==> src/hw/rtl/sglm_pkg.sv <==
// ----------------------------------------------------------------------------
// sglm_pkg
// Shared types and codes for the sequence gap loss monitor.
// ----------------------------------------------------------------------------
`default_nettype none

package sglm_pkg;

  localparam logic [1:0] ST_IN_ORDER = 2'd0;
  localparam logic [1:0] ST_GAP      = 2'd1;
  localparam logic [1:0] ST_OWN      = 2'd2;
  localparam logic [1:0] ST_BAD      = 2'd3;

  typedef enum logic [3:0] {
    S_CLEAR = 4'b0001,
    S_IDLE  = 4'b0010,
    S_LOOK  = 4'b0100,
    S_HIST  = 4'b1000
  } sglm_state_t;

  typedef struct packed {
    logic clear;
    logic take;
    logic look;
    logic hist;
  } sglm_cmd_t;

  typedef struct packed {
    logic clr_done;
    logic out_busy;
  } sglm_stat_t;

endpackage

`default_nettype wire

==> src/hw/rtl/sglm_ram.sv <==
// ----------------------------------------------------------------------------
// sglm_ram
// Generic single write port, single read port RAM with registered read data.
// ----------------------------------------------------------------------------
`default_nettype none

module sglm_ram #(
  parameter int WIDTH = 32,
  parameter int DEPTH = 8,
  localparam int AW = (DEPTH > 1) ? $clog2(DEPTH) : 1
) (
  input  wire logic                  clk,
  input  wire logic                  we,
  input  wire logic [AW-1:0]         waddr,
  input  wire logic [WIDTH-1:0]      wdata,
  input  wire logic                  re,
  input  wire logic [AW-1:0]         raddr,
  output logic      [WIDTH-1:0]      rdata
);

  logic [WIDTH-1:0] mem [DEPTH];

  always_ff @(posedge clk) begin
    if (we) begin
      mem[waddr] <= wdata;
    end
    if (re) begin
      rdata <= mem[raddr];
    end
  end

endmodule

`default_nettype wire

==> src/hw/rtl/sglm_ctrl.sv <==
// ----------------------------------------------------------------------------
// sglm_ctrl
// Controller: sequences the clearing pass and the two-step table update.
// ----------------------------------------------------------------------------
`default_nettype none

module sglm_ctrl
  import sglm_pkg::*;
(
  input  wire logic       clk,
  input  wire logic       rst,
  input  wire logic       in_valid,
  output logic            in_ready,
  input  wire sglm_stat_t stat,
  output sglm_cmd_t       cmd
);

  sglm_state_t state;
  sglm_state_t state_next;
  logic        take;

  assign in_ready = ((state == S_IDLE) || (state == S_HIST)) && !stat.out_busy;
  assign take     = in_valid && in_ready;

  always_comb begin
    cmd.clear = (state == S_CLEAR);
    cmd.take  = take;
    cmd.look  = (state == S_LOOK);
    cmd.hist  = (state == S_HIST);
  end

  always_comb begin
    state_next = state;
    case (state)
      S_CLEAR: begin
        if (stat.clr_done) begin
          state_next = S_IDLE;
        end
      end
      S_IDLE: begin
        if (take) begin
          state_next = S_LOOK;
        end
      end
      S_LOOK: begin
        state_next = S_HIST;
      end
      S_HIST: begin
        state_next = take ? S_LOOK : S_IDLE;
      end
      default: begin
        state_next = S_CLEAR;
      end
    endcase
  end

  always_ff @(posedge clk) begin
    if (rst) begin
      state <= S_CLEAR;
    end else begin
      state <= state_next;
    end
  end

endmodule

`default_nettype wire

==> src/hw/rtl/sglm_dp.sv <==
// ----------------------------------------------------------------------------
// sglm_dp
// Datapath: per-sender tables, gap arithmetic, histogram and result register.
// ----------------------------------------------------------------------------
`default_nettype none

module sglm_dp
  import sglm_pkg::*;
#(
  parameter int NUM_SENDERS = 8,
  parameter int HIST_BINS   = 16
) (
  input  wire logic        clk,
  input  wire logic        rst,
  input  wire sglm_cmd_t   cmd,
  output sglm_stat_t       stat,
  input  wire logic        cfg_we,
  input  wire logic [7:0]  cfg_wdata,
  input  wire logic [7:0]  sender,
  input  wire logic [31:0] frame_count,
  output logic             out_valid,
  input  wire logic        out_ready,
  output logic [1:0]       status,
  output logic signed [31:0] gap_size,
  output logic signed [31:0] lost_so_far,
  output logic [31:0]      received_so_far,
  output logic [3:0]       bin_hit
);

  localparam int HIST_DEPTH = NUM_SENDERS * HIST_BINS;
  localparam int SW         = $clog2(NUM_SENDERS);
  localparam int BW         = $clog2(HIST_BINS);
  localparam int HAW        = $clog2(HIST_DEPTH);

  logic [7:0]     own_number;
  logic [SW-1:0]  snd_q;
  logic [31:0]    fc_q;
  logic           own_q;
  logic           bad_q;
  logic           upd_q;
  logic [HAW-1:0] hist_addr_q;

  logic [HAW-1:0] clr_addr;
  logic [SW-1:0]  clr_snd;
  logic [BW-1:0]  clr_bin;

  logic [31:0]    last_rd;
  logic [31:0]    lost_rd;
  logic [31:0]    recv_rd;
  logic [31:0]    hist_rd;

  logic           resync;
  logic [31:0]    gap;
  logic           gap_zero;
  logic [31:0]    mag;
  logic [31:0]    bin32;
  logic [31:0]    lost_new;
  logic [31:0]    recv_new;
  logic [HAW-1:0] hist_addr;

  logic           tbl_we;
  logic [SW-1:0]  tbl_waddr;
  logic [31:0]    last_wdata;
  logic [31:0]    lost_wdata;
  logic [31:0]    recv_wdata;
  logic           hist_we;
  logic [HAW-1:0] hist_waddr;
  logic [31:0]    hist_wdata;

  always_ff @(posedge clk) begin
    if (rst) begin
      own_number <= 8'hFF;
    end else if (cfg_we) begin
      own_number <= cfg_wdata;
    end
  end

  // Clearing pass walks the histogram and rewrites the sender tables on the way.
  always_ff @(posedge clk) begin
    if (rst) begin
      clr_addr <= '0;
      clr_snd  <= '0;
      clr_bin  <= '0;
    end else if (cmd.clear && !stat.clr_done) begin
      clr_addr <= clr_addr + 1'b1;
      if (clr_bin == BW'(HIST_BINS - 1)) begin
        clr_bin <= '0;
        clr_snd <= clr_snd + 1'b1;
      end else begin
        clr_bin <= clr_bin + 1'b1;
      end
    end
  end

  always_comb begin
    stat.clr_done = (clr_addr == HAW'(HIST_DEPTH - 1));
    stat.out_busy = out_valid && !out_ready;
  end

  always_ff @(posedge clk) begin
    if (rst) begin
      upd_q <= 1'b0;
    end else if (cmd.take) begin
      upd_q <= (sender != own_number) && ({1'b0, sender} < 9'(NUM_SENDERS));
    end
  end

  always_ff @(posedge clk) begin
    if (cmd.take) begin
      snd_q <= sender[SW-1:0];
      fc_q  <= frame_count;
      own_q <= (sender == own_number);
      bad_q <= ({1'b0, sender} >= 9'(NUM_SENDERS));
    end
    if (cmd.look) begin
      hist_addr_q <= hist_addr;
    end
  end

  always_comb begin
    resync   = (last_rd == 32'd0) || (fc_q < last_rd);
    gap      = resync ? 32'd0 : (fc_q + ~last_rd);
    gap_zero = (gap == 32'd0);
    mag      = gap[31] ? (32'd0 - gap) : gap;
    bin32    = gap_zero ? 32'd0 :
               ((mag > 32'(HIST_BINS - 1)) ? 32'(HIST_BINS - 1) : mag);
    lost_new = gap_zero ? lost_rd : (lost_rd + gap);
    recv_new = gap_zero ? (recv_rd + 32'd1) : recv_rd;
    hist_addr = HAW'(snd_q) * HAW'(HIST_BINS) + HAW'(bin32[BW-1:0]);
  end

  always_comb begin
    tbl_we     = cmd.clear || (cmd.look && upd_q);
    tbl_waddr  = cmd.clear ? clr_snd : snd_q;
    last_wdata = cmd.clear ? 32'd0 : fc_q;
    lost_wdata = cmd.clear ? 32'd0 : lost_new;
    recv_wdata = cmd.clear ? 32'd0 : recv_new;
    hist_we    = cmd.clear || (cmd.hist && upd_q);
    hist_waddr = cmd.clear ? clr_addr : hist_addr_q;
    hist_wdata = cmd.clear ? 32'd0 : (hist_rd + 32'd1);
  end

  sglm_ram #(.WIDTH(32), .DEPTH(NUM_SENDERS)) u_last (
    .clk(clk), .we(tbl_we), .waddr(tbl_waddr), .wdata(last_wdata),
    .re(cmd.take), .raddr(sender[SW-1:0]), .rdata(last_rd)
  );

  sglm_ram #(.WIDTH(32), .DEPTH(NUM_SENDERS)) u_lost (
    .clk(clk), .we(tbl_we), .waddr(tbl_waddr), .wdata(lost_wdata),
    .re(cmd.take), .raddr(sender[SW-1:0]), .rdata(lost_rd)
  );

  sglm_ram #(.WIDTH(32), .DEPTH(NUM_SENDERS)) u_recv (
    .clk(clk), .we(tbl_we), .waddr(tbl_waddr), .wdata(recv_wdata),
    .re(cmd.take), .raddr(sender[SW-1:0]), .rdata(recv_rd)
  );

  sglm_ram #(.WIDTH(32), .DEPTH(HIST_DEPTH)) u_hist (
    .clk(clk), .we(hist_we), .waddr(hist_waddr), .wdata(hist_wdata),
    .re(cmd.look), .raddr(hist_addr), .rdata(hist_rd)
  );

  always_ff @(posedge clk) begin
    if (rst) begin
      out_valid <= 1'b0;
    end else if (cmd.look) begin
      out_valid <= 1'b1;
    end else if (out_ready) begin
      out_valid <= 1'b0;
    end
  end

  always_ff @(posedge clk) begin
    if (cmd.look) begin
      if (own_q) begin
        status          <= ST_OWN;
        gap_size        <= '0;
        lost_so_far     <= '0;
        received_so_far <= '0;
        bin_hit         <= '0;
      end else if (bad_q) begin
        status          <= ST_BAD;
        gap_size        <= '0;
        lost_so_far     <= '0;
        received_so_far <= '0;
        bin_hit         <= '0;
      end else begin
        status          <= gap_zero ? ST_IN_ORDER : ST_GAP;
        gap_size        <= gap;
        lost_so_far     <= lost_new;
        received_so_far <= recv_new;
        bin_hit         <= bin32[3:0];
      end
    end
  end

endmodule

`default_nettype wire

==> src/hw/rtl/sequence_gap_loss_monitor.sv <==
// ----------------------------------------------------------------------------
// sequence_gap_loss_monitor
// Per-sender frame loss statistics from frame header sequence counters.
// ----------------------------------------------------------------------------
// Each item is one frame header and gives one result. Items are handled in
// two steps, the read of the sender tables followed by the read-modify-write
// of the gap histogram memory; the next item can be accepted during the
// histogram step unless the result side is stalled. After reset the block runs
// a clearing pass over the whole histogram before it accepts the first item.
`default_nettype none

module sequence_gap_loss_monitor
  import sglm_pkg::*;
#(
  parameter int NUM_SENDERS = 8,
  parameter int HIST_BINS   = 16
) (
  input  wire logic        clk,
  input  wire logic        rst,
  input  wire logic        cfg_we,
  input  wire logic [7:0]  cfg_wdata,
  input  wire logic        in_valid,
  output logic             in_ready,
  input  wire logic [7:0]  sender,
  input  wire logic [31:0] frame_count,
  output logic             out_valid,
  input  wire logic        out_ready,
  output logic [1:0]       status,
  output logic signed [31:0] gap_size,
  output logic signed [31:0] lost_so_far,
  output logic [31:0]      received_so_far,
  output logic [3:0]       bin_hit
);

  sglm_cmd_t  cmd;
  sglm_stat_t stat;

  sglm_ctrl u_ctrl (
    .clk      (clk),
    .rst      (rst),
    .in_valid (in_valid),
    .in_ready (in_ready),
    .stat     (stat),
    .cmd      (cmd)
  );

  sglm_dp #(
    .NUM_SENDERS (NUM_SENDERS),
    .HIST_BINS   (HIST_BINS)
  ) u_dp (
    .clk             (clk),
    .rst             (rst),
    .cmd             (cmd),
    .stat            (stat),
    .cfg_we          (cfg_we),
    .cfg_wdata       (cfg_wdata),
    .sender          (sender),
    .frame_count     (frame_count),
    .out_valid       (out_valid),
    .out_ready       (out_ready),
    .status          (status),
    .gap_size        (gap_size),
    .lost_so_far     (lost_so_far),
    .received_so_far (received_so_far),
    .bin_hit         (bin_hit)
  );

endmodule

`default_nettype wire

==> config.mk <==
export PLATFORM = sky130hd
export DESIGN_NAME = sequence_gap_loss_monitor
export DESIGN_NICKNAME = d
export VERILOG_FILES = /design/src/hw/rtl/sglm_pkg.sv /design/src/hw/rtl/sglm_ram.sv /design/src/hw/rtl/sglm_ctrl.sv /design/src/hw/rtl/sglm_dp.sv /design/src/hw/rtl/sequence_gap_loss_monitor.sv
export SDC_FILE = /design/constraint.sdc
export NUM_CORES = 1
export LEC_CHECK = 0
export BUFFER_PORTS_ARGS = -buffer_cell sky130_fd_sc_hd__clkbuf_2
export CAP_MARGIN = 40
export CORE_UTILIZATION = 51
export DETAILED_ROUTE_END_ITERATION = 7
export HOLD_SLACK_MARGIN = 0.03
export PLACE_DENSITY = 0.68
export SLEW_MARGIN = 5
export SYNTH_ARGS = -nofsm -noshare
export SYNTH_HDL_FRONTEND = slang
export SYNTH_SLANG_ARGS = --single-unit
==> constraint.sdc <==
create_clock -name clk -period 15.89 [get_ports clk]
set_input_delay 3.178 -clock clk [delete_from_list [all_inputs] [get_ports clk]]
set_output_delay 3.178 -clock clk [all_outputs]
set_load 0.02 [all_outputs]
==> out/qor.txt, run 1 <==
outcome: completed
Hold Path Origin: u_dp.clr_addr[6]
hold crit path type: flop to flop
minimum clock period: 7.48 ns
met3 Use GR: 3.57%
Yosys Warn Count: 0
Num CTS Buffers: 102
Setup Crit Path Kind: flop to flop
largest net degree at the start of global routing: 86
placed inst area: 47000 um^2
internal power: 0.00460 W
Area Growth Syn to Fin: 13.1%
DRC viols: 0
Post-DP HPWL: 67.8 mm
Most used DFF post-synth: edfxtp_1
Worst slew margin: 36.5%
#FFs+latches synth: 1031
Final GP Congestion: 0.888
Post-CTS Setup Inserts: 0
commonest non-fill, non-tap cells in the layout: edfxtp_1 (1003), nor2_1 (243), mux4_2 (192)
gr usage total: 24.7%
clock latency on the worst-skew pair: 0.69 ns
Root Driver: clkbuf_16
met1 usage: 34.8%
Logic pwr share: 6.1%
Worst setup EP type: flop
final setup skew: 0.0404 ns
Hold Vio Cnt, Final: 0
# hold bufs at CTS: 0
cell area power density: 117 nW/um^2
Crit path arrival time: 7.86 ns
Starting Density: 51.8%
required time worst endpoint: 16.27 ns
Netlist Area Pre-Place: 44500 um^2
Detailed Route WL: 108 mm
first-pass GRT wire length: 164 mm
num rows: 107
Die X: 297 um
Clock power frac: 39.9%
Async SR Flop Fraction: 0%
1st-iter DRT viols: 2738
worst slew pin tran: 0.946 ns
Reg2Reg Depth: 23
Resized cells post-CTS: 0
Post-synth EDFFs: 1003
Mean Syn Cell Area: 16.5 um^2
startpoint types: flop
worst vdd ir: 0.0844 mV
die area: 88400 um^2
commonest non-fill, non-tap cell in the layout: edfxtp_1
switching power: 0.00127 W
Hold Crit Depth: 2
Hold EP: u_dp.clr_addr[6]
Netlist cell types: 85
initial antenna violation count: 1
syn_nets: 2826
Clock Path Buffers: 3
Fillers: 6376
sequential share of power: 54.0%
vias in the first global route: 26014
detailed-route wire length per cell: 26.3 um
proportion of layout cells with a drive suffix above 1: 23.4%
CTS tree: built
Sink Count: 1031
number of inserted diodes: 0
switching share of power: 21.6%
vias per inst: 6.14
Final Cycle Share: 47.1%
reported max-cap violation count: 0
chip height: 297 um
RSZ-0062 raised after global routing: false
Cells after Synth: 2702
post-route cell area: 50300 um^2
via count: 25333
post-route ant nets: 0
setup TNS: 0 ns
reg2reg end: u_dp.u_lost.mem[7][31]
area of the multi-input gates: 13100 um^2
sequential fraction of the synthesis area: 69.0%
reg-to-reg setup timing slack: 8.41 ns
total global routing overflow: 0
H-tree depth: 3
Reg clk slew, reported paths: 0.06 ns
fin nets: 3020
FF/Latch Area: 30700 um^2
global route hottest layer: met2
IO Port Bufs: 156
Core ar.: 85800 um^2
reg2reg start: u_dp.fc_q[23]
TritonRoute pass-1 iters: 7
leakage power: 17.4 nW
final setup violation count: 0
max frequency: 0.134 GHz
Max FO, Critical Path: 40
I/O pin cnt: 157
Slew Limit Fails: 0
met2 Resource Use GR: 40.1%
==> power groups by stage <==
| stage | Combinational [W] | Clock (W) | Sequential [W] |
|---|---|---|---|
| after global placement | 0.000343 | 0 | 0.00322 |
| after floorplan | 0.000241 | 0 | 0.00322 |
| after global routing | 0.000385 | 0.00248 | 0.00318 |
| after detailed placement | 0.000361 | 0 | 0.00323 |
| final | 0.000358 | 0.00234 | 0.00317 |
| after CTS | 0.000363 | 0.00238 | 0.00317 |
==> cell families after synthesis <==
group | synth area share, %
AOI/OAI and AO/OA | 5.08
xor gates and xnor gates | 1.83
adders and majority gates | 2.03
buffers and inverters | 1.62
DFF | 69.0
muxes | 13.0
and+or+nand+nor | 7.39
==> worst max-delay path, stage by stage (launching register included) <==
cell and delay [ns]:
edfxtp_1 0.42, ha_1 0.48, nand2_1 0.16, o21ai_0 0.50, a21oi_1 0.07, o311ai_0 0.40
o21ai_2 0.08, buf_4 0.26, inv_1 0.50, nand2_1 0.30, inv_1 0.12, ha_1 0.18
a21o_1 0.12, a21oi_1 0.10, o21a_1 0.21, o31ai_1 0.40, nand2_1 0.13, a21oi_1 0.43
a211oi_1 0.18, o41ai_1 0.79, o21ai_0 0.26, and2_1 0.22, o21ai_0 0.17, nor3b_1 0.66
==> per-layer routing <==
layer	vias to the layer above	part of all wire, %
met5	-	0
met4	0	2.5
met3	177	6.9
met2	941	48
met1	13125	42
li1	11090	-
==> metrics by stage <==
| step | cells | hold slack [ns] | setup slack [ns] | util (%) | power [W] |
|---|---|---|---|---|---|
| floorplan | 2702 | 0.437 | 2.10 | - | 0.00346 |
| global placement | 3914 | 0.449 | 8.87 | 54.3 | 0.00356 |
| detailed placement | 3936 | 0.460 | 8.59 | 54.8 | 0.00359 |
| CTS | 4124 | 0.476 | 8.57 | 58.6 | 0.00591 |
| global route | 4124 | 0.540 | 7.67 | 58.6 | 0.00605 |
| finish | 4124 | 0.473 | 8.41 | 58.6 | 0.00587 |
==> state kept, by name, summed over array words and instances, names as in the netlist, 32 cells and up <==
register,cells
u_dp.received_so_far,32
u_dp.fc_q,32
u_dp.u_recv.mem,256
u_dp.u_lost.mem,256
u_dp.u_last.rdata,32
u_dp.u_recv.rdata,32
u_dp.gap_size,32
u_dp.u_lost.rdata,32
u_dp.u_last.mem,256
u_dp.lost_so_far,32
==> cell type report <==
class                           instances  share of cell area, %
Multi-Input combinational cell       1484                   26.1
Tap cell                             1144                   2.85
Timing Repair Buffer                  219                   3.06
Sequential cell                      1031                   61.0
Clock inverter                         59                   1.10
Clock buffer                          129                   5.38
Inverter                               58                  0.443
==> synthesized netlist by cell type (all sizes together), types with 5 or more instances <==
cell type,instances,area share (%)
a211o,13,0.26
a211oi,12,0.21
a21boi,6,0.10
a21o,27,0.46
a21oi,73,0.84
a311oi,5,0.11
a31o,5,0.098
a31oi,15,0.21
and2,49,0.69
and3,22,0.31
and4,10,0.20
buf,33,0.32
clkbuf,96,0.81
dfxtp,28,1.3
edfxtp,1003,68
ha,69,1.9
inv,58,0.49
mux2,99,2.5
mux2i,36,0.81
mux4,192,9.7
nand2,115,0.97
nand2b,11,0.15
nand3,36,0.42
nand4,23,0.32
nor2,253,2.1
nor2b,18,0.25
nor3,43,0.48
nor3b,9,0.15
nor4,22,0.34
nor4b,9,0.18
o2111ai,5,0.098
o211ai,28,0.48
o21a,8,0.14
o21ai,72,0.81
o31ai,6,0.10
or2,5,0.070
or3,9,0.14
or4,17,0.29
or4b,6,0.14
xnor2,70,1.4
xor2,23,0.45
==> how the worst max path moves through the flow <==
stage                          startpoint  slack, ns                endpoint  depth (start not counted)
finish                      u_dp.fc_q[23]       8.41  u_dp.u_lost.mem[7][31]                         23
detailed placement          u_dp.fc_q[17]       8.59  u_dp.u_lost.mem[0][31]                         23
global route        u_dp.u_last.rdata[19]       7.67  u_dp.u_lost.mem[7][31]                         24
floorplan                 u_ctrl.state[1]       2.10   u_dp.u_last.mem[1][0]                          5
CTS                         u_dp.fc_q[17]       8.57  u_dp.u_lost.mem[1][31]                         23
global placement                out_ready       8.87                in_ready                          4
(Power assumes the default switching activity.)
==> inputs of run 2 (changes only) <==
--- a/config.mk
+++ b/config.mk
@@ -10,7 +10,7 @@
 export CORE_UTILIZATION = 51
 export DETAILED_ROUTE_END_ITERATION = 7
 export HOLD_SLACK_MARGIN = 0.03
-export PLACE_DENSITY = 0.68
+export PLACE_DENSITY = 0.7
 export SLEW_MARGIN = 5
 export SYNTH_ARGS = -nofsm -noshare
 export SYNTH_HDL_FRONTEND = slang
==> constraint.sdc (replaced) <==
create_clock -name clk -period 6.6 [get_ports clk]
set_input_delay 1.32 -clock clk [delete_from_list [all_inputs] [get_ports clk]]
set_output_delay 1.32 -clock clk [all_outputs]
set_load 0.02 [all_outputs]
==> out/qor.txt, run 2 (synthesis results as in run 1) <==
Worst setup EP type: flop
Clock power frac: 41.9% (+2.0 points)
Post-DP HPWL: 68.2 mm (+0.66%)
final cell count without fillers: 4148 (+0.58%)
cell area power density: 288 nW/um^2 (+150%)
met3 Use GR: 3.14% (-0.43 points)
1st-iter DRT viols: 2943 (+7.5%)
worst vdd ir: 0.215 mV (+150%)
TritonRoute pass-1 iters: 6 (-1)
I/O pin cnt: 157 (unchanged)
gr usage total: 24.6% (-0.13 points)
Clock Path Buffers: 3 (unchanged)
largest net degree at the start of global routing: 105 (+22%)
top flop regs: u_dp.u_last.mem (256), u_dp.u_lost.mem (256), u_dp.u_recv.mem (256)
Reg clk slew, reported paths: 0.06 ns (about the same)
switching share of power: 21.2% (-0.43 points)
number of inserted diodes: 0 (unchanged)
met1 usage: 35.3% (+0.44 points)
leakage power: 17.6 nW (+1.5%)
max frequency: 0.159 GHz (+19%)
Setup Crit Path Kind: flop to flop
Crit path arrival time: 6.64 ns (-1.22 ns)
H-tree depth: 3 (unchanged)
commonest non-fill, non-tap cells in the layout: edfxtp_1 (1003), nor2_1 (243), mux4_2 (192)
hold slack final: 0.475 ns (+0.00219 ns)
Detailed Route WL: 109 mm (+0.30%)
die area: 88400 um^2 (unchanged)
Num CTS Buffers: 101 (-0.98%)
commonest non-fill, non-tap cell in the layout: edfxtp_1
Placed Cells incl. Taps: 3956 (+0.51%)
required time worst endpoint: 6.97 ns (-9.30 ns)
fin nets: 3041 (+0.70%)
Final GP Congestion: 0.946 (+6.5%)
startpoint types: flop
clock latency on the worst-skew pair: 0.69 ns (about the same)
proportion of layout cells with a drive suffix above 1: 24.5% (+1.1 points)
# hold bufs at CTS: 0 (unchanged)
Fillers: 6277 (-1.6%)
Die X: 297 um (unchanged)
internal power: 0.0115 W (+150%)
detailed-route wire length per cell: 26.2 um (-0.28%)
Area Growth Syn to Fin: 14.1%
Worst slew margin: 38.1% (+1.6 points)
slowest cell delay on critical path: 0.46 ns (-0.33 ns)
Sink Count: 1031 (unchanged)
Max FO, Critical Path: 8 (-80%)
minimum clock period: 6.27 ns (-1.21 ns)
Crit-path slowest cell: ha_1
initial antenna violation count: 2 (+1)
met2 Resource Use GR: 39.7% (-0.36 points)
WP buf/inv: 2 (-1)
top cell family by delay on the critical path: compound AO/OA/AOI/OAI gates
DRC viols: 0 (unchanged)
outcome: completed
Final Cycle Share: 95.0% (+48 points)
first-pass GRT wire length: 162 mm (-0.68%)
vias per inst: 6.12 (-0.44%)
Starting Density: 51.8% (unchanged)
post-route ant nets: 0 (unchanged)
crit-path cells: ha_1 -> nand2_1 -> o21ai_1 -> a21oi_1 -> o311ai_1 -> o21ai_2 -> buf_4 -> buf_4 -> nor2_1 -> ha_1 -> a21o_1 -> a21oi_1 -> o21bai_1 -> a2111o_1 -> a31oi_1 -> o211ai_1 -> a211o_1 -> a21o_1 -> a21o_1 -> a2111o_1 -> a31o_2 -> and2_1
reported max-cap violation count: 0 (unchanged)
total global routing overflow: 0 (unchanged)
chip height: 297 um (unchanged)
vias in the first global route: 25800 (-0.82%)
final setup violation count: 0 (unchanged)
RSZ-0062 raised after global routing: false
via count: 25369 (+0.14%)
switching power: 0.00310 W (+140%)
worst slew pin tran: 0.929 ns (-0.0173 ns)
CTS tree: built
Logic pwr share: 5.9% (-0.2 points)
Root Driver: clkbuf_16
final setup skew: 0.0500 ns (+0.00960 ns)
Slew Limit Fails: 0 (unchanged)
sequential share of power: 52.2% (-1.8 points)
num rows: 107 (unchanged)
IO Port Bufs: 156 (unchanged)
global route hottest layer: met2
hold crit path type: flop to flop
Core ar.: 85800 um^2 (unchanged)
CP dominant cell by count: a21o_1
Hold Vio Cnt, Final: 0 (unchanged)
-- run 2: cell count changes in the layout (fill, tap and decap cells not counted), sizes merged --
cell | before | now
buf | 65 | 87
clkbuf | 283 | 269
bufinv | 6 | 19
clkinv | 43 | 46
clkinvlp | 4 | 7
inv | 64 | 61
-- run 2: area by class of cell --
| class | instances | area, um^2 | share of cell area, % |
|---|---|---|---|
| Sequential cell | 1031 | 30700 | 60.5 |
| Multi-Input combinational cell | 1484 | 13200 | 26.0 |
| Clock buffer | 115 | 2580 | 5.08 |
| Timing Repair Buffer | 241 | 1670 | 3.29 |
| Tap cell | 1144 | 1430 | 2.82 |
| Clock inverter | 75 | 988 | 1.95 |
| Inverter | 58 | 223 | 0.439 |
-- run 2: power groups by stage --
stage                     Combinational [W]  Clock [W]  Sequential (W)
after floorplan                    0.000583          0         0.00774
after global placement             0.000824          0         0.00774
after detailed placement           0.000866          0         0.00777
after CTS                          0.000872    0.00620         0.00763
after global routing               0.000921    0.00643         0.00765
final                              0.000858    0.00612         0.00763
-- run 2: worst register-to-register path, delay by kind of cell (launching register included) --
family	cells	cell delay [ns]
DFF	1	0.39
AOI/OAI and AO/OA	15	3.87
buffers and inverters	2	0.31
and+or+nand+nor	3	0.62
adders and majority gates	2	0.77
-- run 2: through the flow --
step / cell area, um^2 / power, W / setup slack, ns / TNS (ns) / utilization, %
global route: 50700 / 0.0150 / 0.00781 / 0 / 59.1
finish: 50700 / 0.0146 / 0.328 / 0 / 59.1
detailed placement: 47100 / 0.00863 / 0.101 / 0 / 54.9
global placement: 46900 / 0.00857 / 0.366 / 0 / 54.6
CTS: 50700 / 0.0147 / 0.0552 / 0 / 59.1
floorplan: 44500 / 0.00833 / -0.329 / -126.44 / -
-- run 2: path summary, 6_finish.rpt --
| kind | from | endpoint | slack (ns) | cells after the start |
|---|---|---|---|---|
| setup / recovery | u_dp.fc_q[23] | u_dp.u_lost.mem[3][20] | 0.33 | 22 |
| setup reg to reg | u_dp.fc_q[23] | u_dp.u_lost.mem[3][20] | 0.33 | 22 |
| hold / removal | u_dp.clr_addr[6] | u_dp.clr_addr[6] | 0.48 | 2 |
| hold reg to reg | u_dp.clr_addr[6] | u_dp.clr_addr[6] | 0.48 | 2 |
-- run 2: what timing repair did --
action,4_1_cts,5_1_grt
gates resized for setup,0,6
setup buffers,0,1
setup endpoints to repair,0,59
-- run 2: per-layer routing --
layer	wire length, um	up-vias
met2	52400	1012
met1	46300	13033
met3	7600	177
li1	-	11147
met5	0	-
met4	2510	0
